`config.mk`:
```
export PLATFORM = sky130hd
export DESIGN_NAME = int_pixel_to_byte_convert_top_flat
export DESIGN_NICKNAME = d
export VERILOG_FILES = /design/src/rtl/ipbc_pkg.sv /design/src/rtl/ipbc_if.sv /design/src/rtl/ipbc_ctrl.sv /design/src/rtl/ipbc_dpath.sv /design/src/rtl/int_pixel_to_byte_convert_top.sv /design/src/flat_wrapper.sv
export SDC_FILE = /design/constraint.sdc
export NUM_CORES = 1
export LEC_CHECK = 0
export BUFFER_PORTS_ARGS = -buffer_cell sky130_fd_sc_hd__buf_4
export CAP_MARGIN = 20
export CORE_UTILIZATION = 65
export CTS_BUF_LIST = sky130_fd_sc_hd__clkbuf_8
export CTS_CLUSTER_SIZE = 16
export DETAILED_ROUTE_END_ITERATION = 8
export PLACE_DENSITY = 0.87
export SLEW_MARGIN = 0
export SYNTH_ARGS = -nofsm -noshare
export SYNTH_HDL_FRONTEND = slang
export SYNTH_SLANG_ARGS = --single-unit
```
`constraint.sdc`:
```
create_clock -name clk_i -period 6.1 [get_ports clk_i]
set_clock_uncertainty 0.1 [all_clocks]
set_input_delay 0 -clock clk_i [delete_from_list [all_inputs] [get_ports clk_i]]
set_output_delay 0 -clock clk_i [all_outputs]
set_load 0.02 [all_outputs]
```
`src/rtl/ipbc_pkg.sv`:
```
// package for the pixel to byte converter
// holds mode codes, loop lengths, the log threshold table and the
// command/status structs shared by controller and datapath
package ipbc_pkg;

  localparam int unsigned PIX_W      = 32;
  localparam int unsigned PROD_W     = 40;
  localparam int unsigned DIV_STEPS  = 40;
  localparam int unsigned SQRT_STEPS = 16;
  localparam int unsigned CNT_W      = 6;
  localparam int unsigned LOG_STEPS  = 21;
  localparam int unsigned LOG_W      = 5;
  localparam logic [7:0]  BYTE_MAX   = 8'd255;

  typedef enum logic [2:0] {
    MODE_CLAMP = 3'd0,
    MODE_LOW   = 3'd1,
    MODE_SCALE = 3'd2,
    MODE_SQRT  = 3'd4,
    MODE_LOG   = 3'd5
  } conv_mode_e;

  // ceil(e^(k-0.5)) for k = 1..21
  localparam logic [31:0] LOG_THRESH [LOG_STEPS] = '{
    32'd2, 32'd5, 32'd13, 32'd34, 32'd91, 32'd245, 32'd666, 32'd1809,
    32'd4915, 32'd13360, 32'd36316, 32'd98716, 32'd268338, 32'd729417,
    32'd1982760, 32'd5389699, 32'd14650720, 32'd39824785, 32'd108254988,
    32'd294267567, 32'd799902178
  };

  typedef struct packed {
    logic scan;
    logic load;
    logic prep;
    logic step;
    logic finish;
  } ipbc_cmd_t;

  typedef struct packed {
    logic need_iter;
    logic iter_last;
    logic out_free;
  } ipbc_stat_t;

endpackage

```
`src/rtl/ipbc_if.sv`:
```
// valid/ready channel interfaces of the pixel to byte converter
// depends on nothing
interface ipbc_pix_if;
  logic               valid;
  logic               ready;
  logic               op;
  logic signed [31:0] pixel;
  logic               first_of_frame;

  modport source (output valid, op, pixel, first_of_frame, input ready);
  modport sink   (input valid, op, pixel, first_of_frame, output ready);
endinterface

interface ipbc_byte_if;
  logic       valid;
  logic       ready;
  logic [7:0] byte_value;
  logic       mode_error;

  modport source (output valid, byte_value, mode_error, input ready);
  modport sink   (input valid, byte_value, mode_error, output ready);
endinterface

```
`src/rtl/ipbc_ctrl.sv`:
```
// controller state machine of the pixel to byte converter
// depends on ipbc_pkg for the command and status structs
module ipbc_ctrl
  import ipbc_pkg::*;
(
  input  logic       clk_i,
  input  logic       rst_ni,
  input  logic       in_valid_i,
  input  logic       in_op_i,
  output logic       in_ready_o,
  input  ipbc_stat_t stat_i,
  output ipbc_cmd_t  cmd_o
);

  typedef enum logic [3:0] {
    ST_IDLE = 4'b0001,
    ST_PREP = 4'b0010,
    ST_ITER = 4'b0100,
    ST_FIN  = 4'b1000
  } state_e;

  state_e state_q, state_d;

  always_comb begin
    state_d    = state_q;
    cmd_o      = '0;
    in_ready_o = 1'b0;
    case (state_q)
      ST_IDLE: begin
        in_ready_o = 1'b1;
        if (in_valid_i) begin
          if (in_op_i) begin
            cmd_o.load = 1'b1;
            state_d    = ST_PREP;
          end else begin
            cmd_o.scan = 1'b1;
          end
        end
      end
      ST_PREP: begin
        cmd_o.prep = 1'b1;
        state_d    = stat_i.need_iter ? ST_ITER : ST_FIN;
      end
      ST_ITER: begin
        cmd_o.step = 1'b1;
        if (stat_i.iter_last) begin
          state_d = ST_FIN;
        end
      end
      ST_FIN: begin
        // hold the result until the output register frees up
        if (stat_i.out_free) begin
          cmd_o.finish = 1'b1;
          state_d      = ST_IDLE;
        end
      end
      default: begin
        state_d = ST_IDLE;
      end
    endcase
  end

  always_ff @(posedge clk_i or negedge rst_ni) begin
    if (!rst_ni) begin
      state_q <= ST_IDLE;
    end else begin
      state_q <= state_d;
    end
  end

endmodule

```
`src/rtl/ipbc_dpath.sv`:
```
// datapath of the pixel to byte converter: mode and maximum registers,
// shared bit-serial divider / square root unit, output register
// depends on ipbc_pkg
module ipbc_dpath
  import ipbc_pkg::*;
(
  input  logic               clk_i,
  input  logic               rst_ni,
  input  logic               cfg_we_i,
  input  logic [2:0]         cfg_wdata_i,
  input  logic signed [31:0] in_pixel_i,
  input  logic               in_first_i,
  input  ipbc_cmd_t          cmd_i,
  output ipbc_stat_t         stat_o,
  output logic               out_valid_o,
  input  logic               out_ready_i,
  output logic [7:0]         out_byte_o,
  output logic               out_err_o
);

  logic [2:0]         mode_q;
  logic signed [31:0] fmax_q, fmax_d;
  logic signed [31:0] pix_q;
  logic [31:0]        pmag_q;
  logic [31:0]        div_rem_q, div_rem_d;
  logic [39:0]        div_dq_q, div_dq_d;
  logic [31:0]        sq_rem_q, sq_rem_d;
  logic [31:0]        sq_root_q, sq_root_d;
  logic [30:0]        sq_bit_q, sq_bit_d;
  logic [CNT_W-1:0]   cnt_q, cnt_d;
  logic               out_valid_q;
  logic [7:0]         out_byte_q, out_byte_d;
  logic               out_err_q, out_err_d;

  logic               fmax_big;
  logic [32:0]        div_sh;
  logic               div_ge;
  logic [31:0]        sq_sum;
  logic [7:0]         q_byte;
  logic [7:0]         sq_byte;
  logic               sq_up;
  logic [LOG_W-1:0]   log_k;
  logic [CNT_W-1:0]   cnt_last;

  assign fmax_big = fmax_q > 32'sd255;
  assign cnt_last = (mode_q == MODE_SQRT) ? CNT_W'(SQRT_STEPS - 1) : CNT_W'(DIV_STEPS - 1);

  assign stat_o.need_iter = ((mode_q == MODE_SCALE) && fmax_big) ||
                            ((mode_q == MODE_SQRT) && !pix_q[31]);
  assign stat_o.iter_last = (cnt_q == cnt_last);
  assign stat_o.out_free  = !out_valid_q || out_ready_i;

  // one restoring division step, divisor is the positive frame maximum
  assign div_sh = {div_rem_q, div_dq_q[39]};
  assign div_ge = div_sh >= {1'b0, fmax_q};

  // one square root digit step
  assign sq_sum = sq_root_q + {1'b0, sq_bit_q};

  always_comb begin
    fmax_d    = fmax_q;
    div_rem_d = div_rem_q;
    div_dq_d  = div_dq_q;
    sq_rem_d  = sq_rem_q;
    sq_root_d = sq_root_q;
    sq_bit_d  = sq_bit_q;
    cnt_d     = cnt_q;
    if (cmd_i.scan && (in_first_i || (in_pixel_i > fmax_q))) begin
      fmax_d = in_pixel_i;
    end
    if (cmd_i.prep) begin
      div_rem_d = '0;
      // |p| * 255 as (|p| << 8) - |p|
      div_dq_d  = {pmag_q, 8'd0} - {8'd0, pmag_q};
      sq_rem_d  = pix_q;
      sq_root_d = '0;
      sq_bit_d  = {1'b1, 30'd0};
      cnt_d     = '0;
    end
    if (cmd_i.step) begin
      cnt_d = cnt_q + CNT_W'(1);
      if (mode_q == MODE_SQRT) begin
        if (sq_rem_q >= sq_sum) begin
          sq_rem_d  = sq_rem_q - sq_sum;
          sq_root_d = (sq_root_q >> 1) + {1'b0, sq_bit_q};
        end else begin
          sq_root_d = sq_root_q >> 1;
        end
        sq_bit_d = sq_bit_q >> 2;
      end else begin
        div_rem_d = div_ge ? 32'(div_sh - {1'b0, fmax_q}) : div_sh[31:0];
        div_dq_d  = {div_dq_q[38:0], div_ge};
      end
    end
  end

  // low byte of the signed quotient
  assign q_byte = pix_q[31] ? 8'(~div_dq_q[7:0] + 8'd1) : div_dq_q[7:0];

  // round half up: remainder x - r*r above r
  assign sq_up   = sq_rem_q > sq_root_q;
  assign sq_byte = (sq_root_q > 32'd254) ? BYTE_MAX : 8'(sq_root_q[7:0] + {7'd0, sq_up});

  always_comb begin
    log_k = '0;
    for (int i = 0; i < LOG_STEPS; i++) begin
      if (pix_q >= $signed(LOG_THRESH[i])) begin
        log_k = LOG_W'(i + 1);
      end
    end
  end

  always_comb begin
    out_err_d = 1'b0;
    case (mode_q)
      MODE_CLAMP: begin
        if (pix_q[31]) begin
          out_byte_d = 8'd0;
        end else if (pix_q > 32'sd255) begin
          out_byte_d = BYTE_MAX;
        end else begin
          out_byte_d = pix_q[7:0];
        end
      end
      MODE_LOW: begin
        out_byte_d = pix_q[7:0];
      end
      MODE_SCALE: begin
        out_byte_d = fmax_big ? q_byte : pix_q[7:0];
      end
      MODE_SQRT: begin
        out_byte_d = pix_q[31] ? 8'd0 : sq_byte;
      end
      MODE_LOG: begin
        out_byte_d = (pix_q < 32'sd1) ? 8'd0 : {3'd0, log_k};
      end
      default: begin
        out_byte_d = 8'd0;
        out_err_d  = 1'b1;
      end
    endcase
  end

  always_ff @(posedge clk_i or negedge rst_ni) begin
    if (!rst_ni) begin
      mode_q      <= MODE_CLAMP;
      fmax_q      <= '0;
      cnt_q       <= '0;
      out_valid_q <= 1'b0;
    end else begin
      if (cfg_we_i) begin
        mode_q <= cfg_wdata_i;
      end
      fmax_q <= fmax_d;
      cnt_q  <= cnt_d;
      if (cmd_i.finish) begin
        out_valid_q <= 1'b1;
      end else if (out_ready_i) begin
        out_valid_q <= 1'b0;
      end
    end
  end

  always_ff @(posedge clk_i) begin
    if (cmd_i.load) begin
      pix_q  <= in_pixel_i;
      pmag_q <= in_pixel_i[31] ? 32'(-in_pixel_i) : in_pixel_i;
    end
    div_rem_q <= div_rem_d;
    div_dq_q  <= div_dq_d;
    sq_rem_q  <= sq_rem_d;
    sq_root_q <= sq_root_d;
    sq_bit_q  <= sq_bit_d;
    if (cmd_i.finish) begin
      out_byte_q <= out_byte_d;
      out_err_q  <= out_err_d;
    end
  end

  assign out_valid_o = out_valid_q;
  assign out_byte_o  = out_byte_q;
  assign out_err_o   = out_err_q;

endmodule

```
`src/rtl/int_pixel_to_byte_convert_top.sv`:
```
// Pixel to byte converter, top level.
// Input channel pix_i carries op, pixel and first_of_frame; output channel
// byte_o carries byte_value and mode_error; both transfer on valid && ready.
// cfg_we_i/cfg_wdata_i write the 3-bit conversion mode (write it while idle).
// A scan transfer (op 0) updates the frame maximum register and returns
// nothing; the next item is taken in the following cycle.
// A convert transfer (op 1) returns one byte. Clamp, low byte, log,
// unsupported modes and the unscaled cases go from the prepare state
// straight to the finish state; square root runs 16 digit steps and
// scaling by the maximum runs 40 restoring division steps in the shared
// iteration unit between the two. pix_i.ready stays low until the result
// sits in the output register.
// The output register lets a new item be taken while a result waits; if
// the receiver stalls, a second result is held in the datapath and the
// controller keeps pix_i.ready low until the register is free.
// Reset clears the mode to clamp, the frame maximum to zero and the output
// valid flag.
// depends on ipbc_pkg, ipbc_if, ipbc_ctrl, ipbc_dpath
module int_pixel_to_byte_convert_top
  import ipbc_pkg::*;
(
  input  logic        clk_i,
  input  logic        rst_ni,
  input  logic        cfg_we_i,
  input  logic [2:0]  cfg_wdata_i,
  ipbc_pix_if.sink    pix_i,
  ipbc_byte_if.source byte_o
);

  ipbc_cmd_t  cmd;
  ipbc_stat_t stat;

  ipbc_ctrl u_ctrl (
    .clk_i      (clk_i),
    .rst_ni     (rst_ni),
    .in_valid_i (pix_i.valid),
    .in_op_i    (pix_i.op),
    .in_ready_o (pix_i.ready),
    .stat_i     (stat),
    .cmd_o      (cmd)
  );

  ipbc_dpath u_dpath (
    .clk_i       (clk_i),
    .rst_ni      (rst_ni),
    .cfg_we_i    (cfg_we_i),
    .cfg_wdata_i (cfg_wdata_i),
    .in_pixel_i  (pix_i.pixel),
    .in_first_i  (pix_i.first_of_frame),
    .cmd_i       (cmd),
    .stat_o      (stat),
    .out_valid_o (byte_o.valid),
    .out_ready_i (byte_o.ready),
    .out_byte_o  (byte_o.byte_value),
    .out_err_o   (byte_o.mode_error)
  );

endmodule

```
`src/flat_wrapper.sv`:
```
// flat-port wrapper written by rule: the top's interface ports become plain ports
module int_pixel_to_byte_convert_top_flat import ipbc_pkg::*;
  (clk_i, rst_ni, cfg_we_i, cfg_wdata_i, pix_i_valid, pix_i_op, pix_i_pixel, pix_i_first_of_frame, pix_i_ready, byte_o_valid, byte_o_byte_value, byte_o_mode_error, byte_o_ready);
  ipbc_pix_if pix_i_i ();
  ipbc_byte_if byte_o_i ();
  input  logic clk_i;
  input  logic rst_ni;
  input  logic cfg_we_i;
  input  logic [2:0] cfg_wdata_i;
  input wire logic [$bits(pix_i_i.valid)-1:0] pix_i_valid;
  input wire logic [$bits(pix_i_i.op)-1:0] pix_i_op;
  input wire logic [$bits(pix_i_i.pixel)-1:0] pix_i_pixel;
  input wire logic [$bits(pix_i_i.first_of_frame)-1:0] pix_i_first_of_frame;
  output wire logic [$bits(pix_i_i.ready)-1:0] pix_i_ready;
  output wire logic [$bits(byte_o_i.valid)-1:0] byte_o_valid;
  output wire logic [$bits(byte_o_i.byte_value)-1:0] byte_o_byte_value;
  output wire logic [$bits(byte_o_i.mode_error)-1:0] byte_o_mode_error;
  input wire logic [$bits(byte_o_i.ready)-1:0] byte_o_ready;
  assign pix_i_i.valid = pix_i_valid;
  assign pix_i_i.op = pix_i_op;
  assign pix_i_i.pixel = pix_i_pixel;
  assign pix_i_i.first_of_frame = pix_i_first_of_frame;
  assign pix_i_ready = pix_i_i.ready;
  assign byte_o_valid = byte_o_i.valid;
  assign byte_o_byte_value = byte_o_i.byte_value;
  assign byte_o_mode_error = byte_o_i.mode_error;
  assign byte_o_i.ready = byte_o_ready;
  int_pixel_to_byte_convert_top u_core (.clk_i(clk_i), .rst_ni(rst_ni), .cfg_we_i(cfg_we_i), .cfg_wdata_i(cfg_wdata_i), .pix_i(pix_i_i), .byte_o(byte_o_i));
endmodule
```
==> results.ini, run 1 <==
[critical_path]
worstSetupEndpointType = flip-flop
critPathMaxFanout = 54
crit_type = flip-flop to flip-flop
worstRegToRegCells = 19
arrival_ns = 6.04
worstPathRequired_ns = 6.53
startpoint_type = flip-flop

[routing]
dr_wl_met3_mm = 5.68
num_vias = 21000
drtPass1Iterations = 8
met2_length_mm = 29.0
wl_per_cell_um = 19.6
highest_layer = met4
drt_iter0_markers = 2423
wl_mm = 62.9
drc = 0
wl_met1_mm = 25.6
drtAntennaViolNets = 0
vias_per_cell = 6.55

[clock_tree]
htreeDepth = 2
cts_made_buffers = 49
clk_latency_ns = 0.66
cts_root_buf = clkbuf_8
cts.sinks = 285
cts.clk_slew.worst_paths_ns = 0.06
cts_buffer_depth = 3
cts_tree = yes

[die]
fp.coreArea_mm2 = 0.0329
die_area_mm2 = 0.0345
die_h_um = 186
rows = 66
initial_core_util_pct = 66.8
die_w_um = 186
ios = 53

[placed_design]
dp_hpwl_mm = 44.1
gp_congestion = 1.00
portBuffers = 52

[global_routing]
overflow = 0
antenna_found_initial = 0
grt_pass1_wl_mm = 100
grt_pass1_vias = 20100
grt_max_degree = 195
track_usage_pct = 36.4

[logic_synthesis]
netlist_area_mm2 = 0.0220
synth-seq-cells = 285
synth_ff_type = dfxtp_1
synth_nets = 2927
synth_compound_area_share_pct = 23.1
synth_top_family_by_area = compound AO/OA/AOI/OAI gates
yosysSeqAreaShare_pct = 30.3
synthSimpleGateAreaFrac_pct = 18.3
muxShareOfSynthArea_pct = 4.18
netlist-cell-type-count = 85
synth_area_leaders = dfxtp_1 (15%), ha_1 (13%), edfxtp_1 (9.8%)
synth.yosys.warnings = 0
syn_inst = 2661
synth_top_area_share_pct = 15.2
synth.avg_cell_area_um2 = 8.25
synth_edf_count = 72
yosys.area_share.adder_pct = 12.9
async_flop_share_pct = 16.1
synthXorXnorAreaFrac_pct = 6.90
yosys.area.top_type = dfxtp_1

[flow_run]
drv_cap = 0

[worst_hold_path]
holdPathStages = 2
hp-class = primary input to flip-flop

[power_and_ir_drop]
p_per_area_mw_per_mm2 = 390
peakVddDrop_mv = 0.379
p_leak_nw = 10.7

[layout]
fill_cells = 2438
area_delta_synth_final_pct = 11.5
drive_gt1_share_pct = 8.30
antenna_cells = 0
nets = 2996

[outcome]
status = completed

[sta]
fmax_ghz = 0.178
rsz0062_at_grt = no
fin_crit_ns = 5.61
relSlewSlack_pct = 25.7
tightest_slew_ns = 1.09
tns_ns = 0
slew_viol_final = 0
whs_ns = 0.0624
setup_viol = 0
fin_crit_sh_pct = 92.0
finalHoldViolCount = 0

Yosys cell counts, types with 10 or more instances:
| master | number |
|---|---|
| a211oi_1 | 20 |
| a21boi_0 | 10 |
| a21o_1 | 101 |
| a21oi_1 | 220 |
| a31oi_1 | 59 |
| and3_1 | 30 |
| clkbuf_1 | 95 |
| dfrtp_1 | 45 |
| dfxtp_1 | 167 |
| edfxtp_1 | 72 |
| ha_1 | 220 |
| inv_1 | 145 |
| mux2_2 | 38 |
| mux2i_1 | 49 |
| nand2_1 | 293 |
| nand2b_1 | 31 |
| nand3_1 | 123 |
| nand4_1 | 35 |
| nor2_1 | 159 |
| nor2b_1 | 32 |
| nor3_1 | 40 |
| nor4_1 | 20 |
| o211ai_1 | 18 |
| o21a_1 | 28 |
| o21ai_0 | 199 |
| o21bai_1 | 22 |
| o31ai_1 | 22 |
| or3_1 | 18 |
| xnor2_1 | 115 |
| xor2_1 | 58 |
through the flow:
stage | power [W] | worst slack (ns) | cell area (um^2) | utilization (%) | instances
after CTS | 0.00935 | 0.247 | 24400 | 74.4 | 3211
after floorplan | 0.00607 | 1.45 | 22000 | - | 2661
after global placement | 0.00694 | 0.563 | 22700 | 69.2 | 3070
after global routing | 0.0102 | 0.0943 | 24500 | 74.5 | 3213
after detailed placement | 0.00715 | 0.301 | 22700 | 69.2 | 3070
final | 0.00955 | 0.489 | 24500 | 74.5 | 3213
final timing paths:
check                                       startpoint                     endpoint  slack (ns)
max reg2reg                u_core.u_dpath.sq_root_q[0]  u_core.u_dpath.sq_rem_q[26]        0.49
min                                     pix_i_pixel[2]      u_core.u_dpath.pix_q[2]        0.06
min reg2reg                u_core.u_dpath.div_dq_q[15]  u_core.u_dpath.div_dq_q[16]        0.36
max in group asynchronous                       rst_ni     u_core.u_dpath.mode_q[0]        5.20
max                        u_core.u_dpath.sq_root_q[0]  u_core.u_dpath.sq_rem_q[26]        0.49
min in group asynchronous                       rst_ni     u_core.u_ctrl.state_q[0]        0.42
placed cells by master, fill, tap and decap left out, types with 28 or more instances in the layout:
cell	n
nand2_1	291
a21oi_1	220
ha_1	220
o21ai_0	198
dfxtp_1	167
nor2_1	156
inv_1	153
nand3_1	123
xnor2_1	115
a21o_1	101
edfxtp_1	72
buf_4	70
a31oi_1	59
xor2_1	58
clkbuf_8	53
mux2i_1	49
dlygate4sd3_1	48
dfrtp_1	45
nor3_1	40
mux2_2	38
nand4_1	35
nor2b_1	32
nand2b_1	31
and3_1	29
o21a_1	28
critical path, stage by stage (launching register included):
cell	delay [ns]
dfxtp_1	0.36
ha_1	0.26
fa_1	0.44
a211o_1	0.30
a21oi_1	0.26
o31ai_2	0.15
a221oi_1	0.36
o22ai_1	0.18
a211oi_1	0.41
o31ai_1	0.20
nand3_1	0.17
a311oi_1	0.14
xnor2_1	0.15
ha_1	0.37
nand3_1	0.11
o21bai_1	0.26
a211oi_4	0.48
o21ai_4	0.25
buf_12	0.26
o31a_1	0.30
report_power, final:
part | internal, W | switching (W)
Combinational | 0.00199 | 0.00255
Clock | 0.00127 | 0.000869
Sequential | 0.00242 | 0.000455
Total | 0.00568 | 0.00387
logic make-up (layout without fill, tap and decap cells):
family | count (synthesis) | after routing
flops | 285 | 285
mux | 87 | 87
simple gates | 838 | 839
compound gates | 804 | 804
buf+inv | 250 | 359
xor+xnor | 173 | 173
fa+ha+maj | 224 | 224
sequential cells by signal, indices dropped and copies added (netlist names):
name / cells
u_core.u_dpath.div_dq_q: 40
u_core.u_dpath.div_rem_q: 32
u_core.u_dpath.fmax_q: 32
u_core.u_dpath.pix_q: 32
u_core.u_dpath.sq_rem_q: 32
u_core.u_dpath.sq_root_q: 32
u_core.u_dpath.pmag_q: 31
u_core.u_dpath.sq_bit_q: 31
u_core.u_dpath.out_byte_o: 8
u_core.u_dpath.cnt_q: 6
u_core.u_ctrl.state_q: 4
u_core.u_dpath.mode_q: 3
u_core.u_dpath.out_err_o: 1
u_core.u_dpath.out_valid_o: 1
layer usage:
| metal | GRT usage [%] | vias to the layer above |
|---|---|---|
| li1 | - | 9876 |
| met1 | 45.4 | 9909 |
| met2 | 60.2 | 1025 |
| met3 | 7.51 | 229 |
| met4 | 16.8 | 0 |
| met5 | 0 | - |
layout make-up:
class / count / area, um^2 / area share, %
clock buffer: 53 / 729 / 2.98
clock inverter: 39 / 462 / 1.89
inverter: 145 / 544 / 2.22
multi-input combinational: 2127 / 14500 / 59.0
sequential: 285 / 6660 / 27.2
tap: 442 / 553 / 2.26
timing repair buffer: 122 / 1090 / 4.47
what timing repair did:
action	4_1_cts	5_1_grt
resized for setup	0	5
endpoints found under the hold margin	148	0
hold buffers	49	0
endpoints found under the setup margin	0	60
setup buffers	0	1
(Power assumes the default switching activity.)
==> run 2: changes to the inputs <==
==> constraint.sdc (replaced) <==
create_clock -name clk_i -period 6.1 [get_ports clk_i]
set_clock_uncertainty 0.1 [all_clocks]
set_input_delay 0.305 -clock clk_i [delete_from_list [all_inputs] [get_ports clk_i]]
set_output_delay 0.305 -clock clk_i [all_outputs]
set_load 0.02 [all_outputs]
==> run 2 against run 1 <==
Power is 0.16% lower. Clock power hardly changed. Final cell count is 0.16% lower. Combinational power hardly changed. Global-route usage is 0.30 points lower. Design area is 0.28% lower. Maximum frequency hardly changed. Critical path type unchanged. Critical endpoint unchanged. Largest cell class unchanged.
==> results.ini, run 2 (synthesized netlist as in run 1, its figures left out) <==
[outcome]
status = completed

[layout]
largest_register_ff_count = 40  ; unchanged
multi_input_area_mm2 = 0.0145  ; unchanged
final_cells = 3208  ; -0.16%
drive_gt1_share_pct = 8.28  ; -0.021 points
nets = 2991  ; -0.17%
layout_common_cells = nand2_1 (291), a21oi_1 (220), ha_1 (220), o21ai_0 (198), dfxtp_1 (167)
fill_cells = 2461  ; +0.94%
regArea_mm2 = 0.00666  ; unchanged
antenna_cells = 0  ; unchanged
top_register = u_core.u_dpath.div_dq_q
final_common_cell = nand2_1
area_delta_synth_final_pct = 11.2

[power_and_ir_drop]
pwr-share-clk_pct = 22.5  ; about the same
comb_power_share_pct = 47.5  ; about the same
power_switching_w = 0.00386  ; -0.30%
p_per_area_mw_per_mm2 = 391  ; +0.11%
p_sw_share_pct = 40.5  ; -0.058 points
p_leak_nw = 10.6  ; -0.28%
p_seq_share_pct = 30.1  ; about the same
total_power_w = 0.00954  ; -0.16%
intPower_w = 0.00568  ; about the same
peakVddDrop_mv = 0.380  ; +0.31%

[global_routing]
grt_pass1_vias = 20000  ; -0.20%
track_usage_pct = 36.1  ; -0.30 points
grt_max_degree = 195  ; unchanged
overflow = 0  ; unchanged
antenna_found_initial = 1  ; +1
grt_pass1_wl_mm = 99.7  ; -0.54%

[sta]
fin_crit_ns = 5.62  ; +0.00476 ns
finalHoldViolCount = 0  ; unchanged
rsz0062_at_grt = no
setup_viol = 0  ; unchanged
tightest_slew_ns = 1.09  ; +0.00740 ns
fin_crit_sh_pct = 92.1  ; about the same
tns_ns = 0  ; unchanged
relSlewSlack_pct = 25.2  ; -0.51 points
slew_viol_final = 0  ; unchanged
fmax_ghz = 0.178  ; about the same

[flow_run]
drv_cap = 0  ; unchanged

[die]
fp.coreArea_mm2 = 0.0329  ; unchanged
die_w_um = 186  ; unchanged
die_h_um = 186  ; unchanged
initial_core_util_pct = 66.8  ; unchanged
die_area_mm2 = 0.0345  ; unchanged
ios = 53  ; unchanged
rows = 66  ; unchanged

[clock_tree]
cts.clk_slew.worst_paths_ns = 0.06  ; about the same
cts_root_buf = clkbuf_8
cts_made_buffers = 49  ; unchanged
cts.sinks = 285  ; unchanged
clk_latency_ns = 0.66  ; about the same
cts_tree = yes
htreeDepth = 2  ; unchanged
cts_buffer_depth = 3  ; unchanged

[critical_path]
worstRegToRegCells = 19  ; unchanged
crit_type = flip-flop to flip-flop
arrival_ns = 6.04  ; about the same
r2r_end = u_core.u_dpath.sq_rem_q[26]
worst-path-buf-inv = 1  ; unchanged
crit_path_start = u_core.u_dpath.sq_root_q[0]
cpPeakStageDelay_ns = 0.49  ; about the same
startpoint_type = flip-flop
r2r_start = u_core.u_dpath.sq_root_q[0]
critPathTopFamily = compound AO/OA/AOI/OAI gates
critPathMaxFanout = 54  ; unchanged
worstSetupEndpointType = flip-flop
critical_path_depth = 19  ; unchanged
worstPathRequired_ns = 6.53  ; about the same
critPathCapture = u_core.u_dpath.sq_rem_q[26]
cp_cell_sequence = ha_1 > fa_1 > a211o_1 > a21oi_1 > o31ai_2 > a221oi_1 > o22ai_1 > a211oi_1 > o31ai_1 > nand3_1 > a311oi_1 > xnor2_1 > ha_1 > nand3_1 > o21bai_1 > a211oi_4 > o21ai_4 > buf_12 > o31a_1
slowest_stage = a211oi_4
rrSetupSlack_ns = 0.48  ; about the same

[placed_design]
numPlacedInstances = 3070  ; unchanged
portBuffers = 52  ; unchanged
gp_congestion = 1.00  ; unchanged
dp_hpwl_mm = 44.1  ; unchanged

[worst_hold_path]
hp-class = primary input to asynchronous set/reset pin

[routing]
drc = 0  ; unchanged
num_vias = 20900  ; -0.59%
drt_iter0_markers = 2260  ; -6.7%
vias_per_cell = 6.52  ; -0.43%
drtPass1Iterations = 6  ; -2
wl_per_cell_um = 19.4  ; -0.98%
drtAntennaViolNets = 0  ; unchanged
wl_mm = 62.2  ; -1.1%

-- run 2: power by group through the flow --
stage | clock, W | sequential, W | combinational (W)
after floorplan | 0 | 0.00270 | 0.00336
after global placement | 0 | 0.00286 | 0.00408
after detailed placement | 0 | 0.00288 | 0.00427
after CTS | 0.00216 | 0.00285 | 0.00433
after global routing | 0.00224 | 0.00292 | 0.00499
final | 0.00214 | 0.00287 | 0.00453
-- run 2: worst min path at each step --
stage,to,slack (ns),cells after the start
final,u_core.u_dpath.fmax_q[27],0.17,2
after global routing,u_core.u_dpath.fmax_q[27],0.22,2
after CTS,u_core.u_dpath.fmax_q[7],0.13,2
after detailed placement,u_core.u_dpath.fmax_q[7],0.27,1
after global placement,u_core.u_dpath.fmax_q[7],0.27,1
after floorplan,u_core.u_ctrl.state_q[1],-0.09,0
-- run 2: final cells by class --
| class | instances | share of cell area [%] |
|---|---|---|
| Inverter | 145 | 2.23 |
| Clock buffer | 53 | 2.99 |
| Sequential cell | 285 | 27.3 |
| Clock inverter | 39 | 1.89 |
| Timing Repair Buffer | 117 | 4.20 |
| Tap cell | 442 | 2.26 |
| Multi-Input combinational cell | 2127 | 59.2 |
-- run 2: per-layer routing --
layer	GRT usage (%)	vias to the layer above	routed length (um)
li1	-	9864	-
met1	45.2	9910	25600
met2	60.1	944	28800
met4	16.3	2	2460
met3	6.85	195	5290
met5	0	-	9
-- run 2: stage by stage --
stage               cell area (um^2)  utilization (%)  setup WS [ns]  hold WS [ns]
floorplan                      22000                -           1.45       -0.0906
global placement               22700             69.2          0.563         0.270
detailed placement             22700             69.2          0.301         0.273
CTS                            24400             74.2          0.247         0.131
global route                   24400             74.3         0.0937         0.216
finish                         24400             74.3          0.484         0.166
-- run 2: timing repair --
action | in CTS | in global routing
buffers inserted | 0 | 1
hold endpoints to repair | 146 | 0
endpoints found under the setup margin | 0 | 60
resized for setup | 0 | 5
hold buffers | 44 | 0
-- run 2: worst reg2reg max path: stages, from the launching register on --
cell and delay (ns):
dfxtp_1 0.36, ha_1 0.26, fa_1 0.44, a211o_1 0.30, a21oi_1 0.26, o31ai_2 0.15
a221oi_1 0.36, o22ai_1 0.20, a211oi_1 0.39, o31ai_1 0.19, nand3_1 0.16, a311oi_1 0.14
xnor2_1 0.15, ha_1 0.37, nand3_1 0.11, o21bai_1 0.26, a211oi_4 0.50, o21ai_4 0.26
buf_12 0.27, o31a_1 0.31
